===== src/design/gha_ram.sv =====
`timescale 1ns / 1ps
// generic simple dual-port ram, one write and one registered read port
// no dependencies
module gha_ram #(
	parameter int WIDTH = 8,
	parameter int DEPTH = 256
) (
	input  logic                     clk,
	input  logic                     wr_en,
	input  logic [$clog2(DEPTH)-1:0] wr_addr,
	input  logic [WIDTH-1:0]         wr_data,
	input  logic                     rd_en,
	input  logic [$clog2(DEPTH)-1:0] rd_addr,
	output logic [WIDTH-1:0]         rd_data
);

	logic [WIDTH-1:0] mem [DEPTH];

	always_ff @(posedge clk) begin
		if (wr_en) begin
			mem[wr_addr] <= wr_data;
		end
		if (rd_en) begin
			rd_data <= mem[rd_addr];
		end
	end

endmodule


===== config.mk =====
export PLATFORM = sky130hd
export DESIGN_NAME = gha_ram
export DESIGN_NICKNAME = d
export VERILOG_FILES = /design/src/design/gha_ram.sv
export SDC_FILE = /design/constraint.sdc
export NUM_CORES = 2
export LEC_CHECK = 0
export ABC_AREA = 1
export BUFFER_PORTS_ARGS = -buffer_cell sky130_fd_sc_hd__buf_2
export CAP_MARGIN = 20
export CORE_UTILIZATION = 28
export CTS_BUF_LIST = sky130_fd_sc_hd__clkbuf_4 sky130_fd_sc_hd__clkbuf_8
export DETAILED_ROUTE_END_ITERATION = 16
export GPL_ROUTABILITY_DRIVEN = 0
export PLACE_DENSITY_LB_ADDON = 0.05
export SKIP_LAST_GASP = 1
export SLEW_MARGIN = 20
export SYNTH_ARGS = -nofsm -noshare
export SYNTH_HDL_FRONTEND = slang
export SYNTH_SLANG_ARGS = --single-unit

===== constraint.sdc =====
create_clock -name clk -period 2 [get_ports clk]
set_clock_uncertainty 0.1 [all_clocks]
set_input_delay 0.1 -clock clk [delete_from_list [all_inputs] [get_ports clk]]
set_output_delay 0.1 -clock clk [all_outputs]
set_load 0.05 [all_outputs]

==> flow_metrics.env <==
export IMPL_synth_flop_cell="sky130_fd_sc_hd__edfxtp_1"
export IMPL_final_hold_violation_count=0
export IMPL_worst_slew_margin_rel=0.320
export IMPL_place_port_buffers=34
export IMPL_synth_edff_count=2056
export IMPL_outcome="finished with violations"
export IMPL_die_h_um=548
export IMPL_synthesis_instances=7003
export IMPL_route_detailed_vias_per_inst=4.75
export IMPL_path_cells="nand2_1, nand3_1, nand3_1, nand3_1, nand3_1, nand3_2, nand3_4, nand2_1, nand2_1, nand2_1"
export IMPL_detailedRoute_firstIterationViolations=4335
export IMPL_timing_fmax_mhz=480
export IMPL_r2r_start="mem[107][6]"
export IMPL_grt_pass1_vias=57700
export IMPL_postSynthRegisterBits=2056
export IMPL_grt_overflow_total=0
export IMPL_avgRoutedWirePerCell_um=25.6
export IMPL_timing_final_crit_period_ns=2.08
export IMPL_maxSlewViolCount=0
export IMPL_power_leakage_nw=37.0
export IMPL_worstPathRequired_ns=2.69
export IMPL_htree_levels=5
export IMPL_cts_num_sinks=2056
export IMPL_hpwlAfterDp_um=194000
export IMPL_synthArstFlopShare=0
export IMPL_synthDistinctLibCells=13
export IMPL_timing_critical_path_slowest_stage_cell="sky130_fd_sc_hd__edfxtp_1"
export IMPL_rows=200
export IMPL_initial_antenna_violation_count=23
export IMPL_grt_first_pass_wirelength_um=439000
export IMPL_worstMarginPinSlew_ns=1.02
export IMPL_critical_path_startpoint_type="flop"
export IMPL_yosysMostFrequentCell="sky130_fd_sc_hd__nand2_1"
export IMPL_tritoncts="done"
export IMPL_num_vias=57100
export IMPL_remaining_drc_errors=0
export IMPL_wl_met2_um=145000
export IMPL_worst_hold_startpoint="rd_addr[3]"
export IMPL_finalNetCount=7804
export IMPL_report_power_total_mw=95.7
export IMPL_post_synth_top_area_fraction=0.740
export IMPL_hold_path_end="rd_data[6]"
export IMPL_synth_warnings=0
export IMPL_clock_tree_buffer_depth=4
export IMPL_clock_latency_ns=1.08
export IMPL_violations="setup timing"
export IMPL_design_die_area_um2=300000
export IMPL_fin_ws_ns=-0.0845
export IMPL_clk_pin_slew_ns=0.05
export IMPL_gate_family_responsible_for_the_most_delay_along_the_worst_path="simple AND/OR/NAND/NOR gates"
export IMPL_clk_root_buffer_cell="sky130_fd_sc_hd__clkbuf_8"
export IMPL_syn2layout_area_growth_pct=23.6
export IMPL_design_area_um2=103000
export IMPL_setup_repair_after_global_routing_missed_its_margin="yes"
export IMPL_cts_inserted_buffers=383
export IMPL_routed_wl_met3_um=13700
export IMPL_syn_avg_cell_area_um2=11.9
export IMPL_detail_route_first_pass_iterations=7
export IMPL_worst_ep_arrival_time_ns=2.77
export IMPL_fp_dieW_um=548
export IMPL_synth_sequential_area_ratio=0.740
export IMPL_pin_count_of_the_biggest_net_entering_global_routing=67
export IMPL_worstPathMaxFanout=1
export IMPL_detail_route_wirelength_met1_um=143000
export IMPL_rrSetupSlack_ns=-0.08
export IMPL_hp_class="input port to flop"
export IMPL_synthesis_nets=7030
export IMPL_setup_violations_final=5
export IMPL_wirelength_um=308000
export IMPL_postRouteAntennaNets=0
export IMPL_gr_usage_all_layers=0.203
export IMPL_setup_worst_path_class="flop to flop"
export IMPL_final_min_period_over_clock_period=1.04
export IMPL_timing_critical_path_slowest_cell_delay_ns=0.36
export IMPL_netlist_top_cell_by_area="sky130_fd_sc_hd__edfxtp_1"
export IMPL_reg2regPathDepth=10
export IMPL_coreArea_um2=297000
export IMPL_cp_buffers_inverters=0
export IMPL_ys_top_cells_by_area="sky130_fd_sc_hd__edfxtp_1 74%, sky130_fd_sc_hd__nand3_1 12%, sky130_fd_sc_hd__nand2_1 9.5%, sky130_fd_sc_hd__buf_2 1.6%, sky130_fd_sc_hd__nor2_1 1.3%"
export IMPL_place_area_um2=94500
export IMPL_powerDensity_nw_per_um2=927
export IMPL_synth_area_um2=83500
export IMPL_min_delay_path_depth=9
export IMPL_number_of_placed_i_o_pins=35
export IMPL_crit_reg2reg_capture="rd_data[6]"
export IMPL_initial_core_util=0.281
export IMPL_synth_cells_most_frequent="2123 x sky130_fd_sc_hd__nand2_1, 2056 x sky130_fd_sc_hd__edfxtp_1, 2019 x sky130_fd_sc_hd__nand3_1"
export IMPL_worstSetupEndpointType="flop"
export IMPL_max_cap_viol_count=0
export IMPL_routed_top_layer="met4"
export IMPL_worst_ir_drop_vdd_mv=0.503
export IMPL_drive_gt1_frac=0.191
[tightest hold or removal path, stage by stage]
cell                      delay [ns]
sky130_fd_sc_hd__buf_6          0.18
sky130_fd_sc_hd__inv_6          0.15
sky130_fd_sc_hd__nand3_1        0.12
sky130_fd_sc_hd__nand3_1        0.07
sky130_fd_sc_hd__nand3_1        0.07
sky130_fd_sc_hd__nand3_1        0.07
sky130_fd_sc_hd__nand2_1        0.10
sky130_fd_sc_hd__nand2_1        0.10
sky130_fd_sc_hd__nand2_1        0.08
[cell type report]
| cell class | instances | area (um^2) |
|---|---|---|
| Antenna cell | 8 | 20.0 |
| Fill cell | 29600 | 194000 |
| Clock buffer | 515 | 6310 |
| Tap cell | 3939 | 4930 |
| Inverter | 39 | 184 |
| Multi-Input combinational cell | 4425 | 19900 |
| Timing Repair Buffer | 872 | 8930 |
| Clock inverter | 179 | 1210 |
| Sequential cell | 2056 | 61700 |
[worst max-delay path by stage]
stage | from | slack [ns] | cells past startpoint | endpoint
final | mem[107][6] | -0.08 | 10 | rd_data[6]
after global routing | rd_data[4] | -0.16 | 1 | rd_data[4]
after global placement | rd_addr[1] | -1.30 | 14 | rd_data[7]
after floorplan | wr_en | 0.31 | 4 | mem[162][0]
after detailed placement | rd_addr[1] | -1.24 | 14 | rd_data[0]
after CTS | rd_data[4] | -0.24 | 1 | rd_data[4]
[cells in the final DEF, fill, tap and decap left out]
| master | count |
|---|---|
| sky130_fd_sc_hd__buf_2 | 13 |
| sky130_fd_sc_hd__nand2_2 | 20 |
| sky130_fd_sc_hd__clkinv_2 | 35 |
| sky130_fd_sc_hd__nand2_4 | 3 |
| sky130_fd_sc_hd__buf_12 | 174 |
| sky130_fd_sc_hd__inv_8 | 9 |
| sky130_fd_sc_hd__bufinv_16 | 13 |
| sky130_fd_sc_hd__clkbuf_8 | 390 |
| sky130_fd_sc_hd__buf_8 | 14 |
| sky130_fd_sc_hd__buf_6 | 9 |
| sky130_fd_sc_hd__diode_2 | 8 |
| sky130_fd_sc_hd__inv_16 | 1 |
| sky130_fd_sc_hd__clkbuf_4 | 125 |
| sky130_fd_sc_hd__buf_4 | 620 |
| sky130_fd_sc_hd__dlygate4sd3_1 | 42 |
| sky130_fd_sc_hd__edfxtp_1 | 2056 |
| sky130_fd_sc_hd__nor2_2 | 4 |
| sky130_fd_sc_hd__nand3_2 | 75 |
| sky130_fd_sc_hd__inv_6 | 5 |
| sky130_fd_sc_hd__nand3_1 | 1922 |
| sky130_fd_sc_hd__inv_1 | 33 |
| sky130_fd_sc_hd__nand2_1 | 2100 |
| sky130_fd_sc_hd__clkinv_1 | 113 |
| sky130_fd_sc_hd__nor2_1 | 279 |
| sky130_fd_sc_hd__nand3_4 | 22 |
| sky130_fd_sc_hd__clkinv_8 | 5 |
| sky130_fd_sc_hd__clkinvlp_4 | 4 |
[flip-flops by register name (all words and copies together), names as in the netlist]
register and cells:
rd_data 8, mem 2048
[power breakdown]
part | switching, mW | internal, mW | leakage (nW)
Sequential | 0.0572 | 47.5 | 18.5
Clock | 18.7 | 22.2 | 3.97
Combinational | 5.07 | 2.22 | 14.5
Total | 23.8 | 71.9 | 37.0
[repair_timing]
item | 4_1_cts | 5_1_grt
resized for setup | 83 | 70
setup endpoints to repair | 16 | 47
endpoints found under the hold margin | 4093 | 49
hold buffers | 46 | 2
pin swaps | 4 | 15
setup buffers | 0 | 1
[metal layers]
metal / global-route usage / vias to the layer above
li1: - / 26500
met1: 0.286 / 28900
met2: 0.333 / 1345
met3: 0.0271 / 374
met4: 0.0420 / 0
met5: 0 / -
[metrics by stage]
step / instances / hold slack (ns) / TNS, ns / util / worst slack [ns]
finish: 12000 / 0.0554 / -0.202 / 0.348 / -0.0845
floorplan: 7003 / 0.0989 / 0 / - / 0.309
CTS: 12000 / 0.00279 / -1.88 / 0.346 / -0.238
global route: 12000 / 0.0103 / -0.776 / 0.348 / -0.164
global placement: 11300 / 0.350 / -9.28 / 0.318 / -1.30
detailed placement: 11300 / 0.345 / -9.02 / 0.318 / -1.24
[kinds of logic after synthesis]
family	synth area share
buffers and inverters	0.0312
flip-flops	0.740
AND/OR/NAND/NOR	0.229
Note: power is estimated with default switching activity, not from simulation.
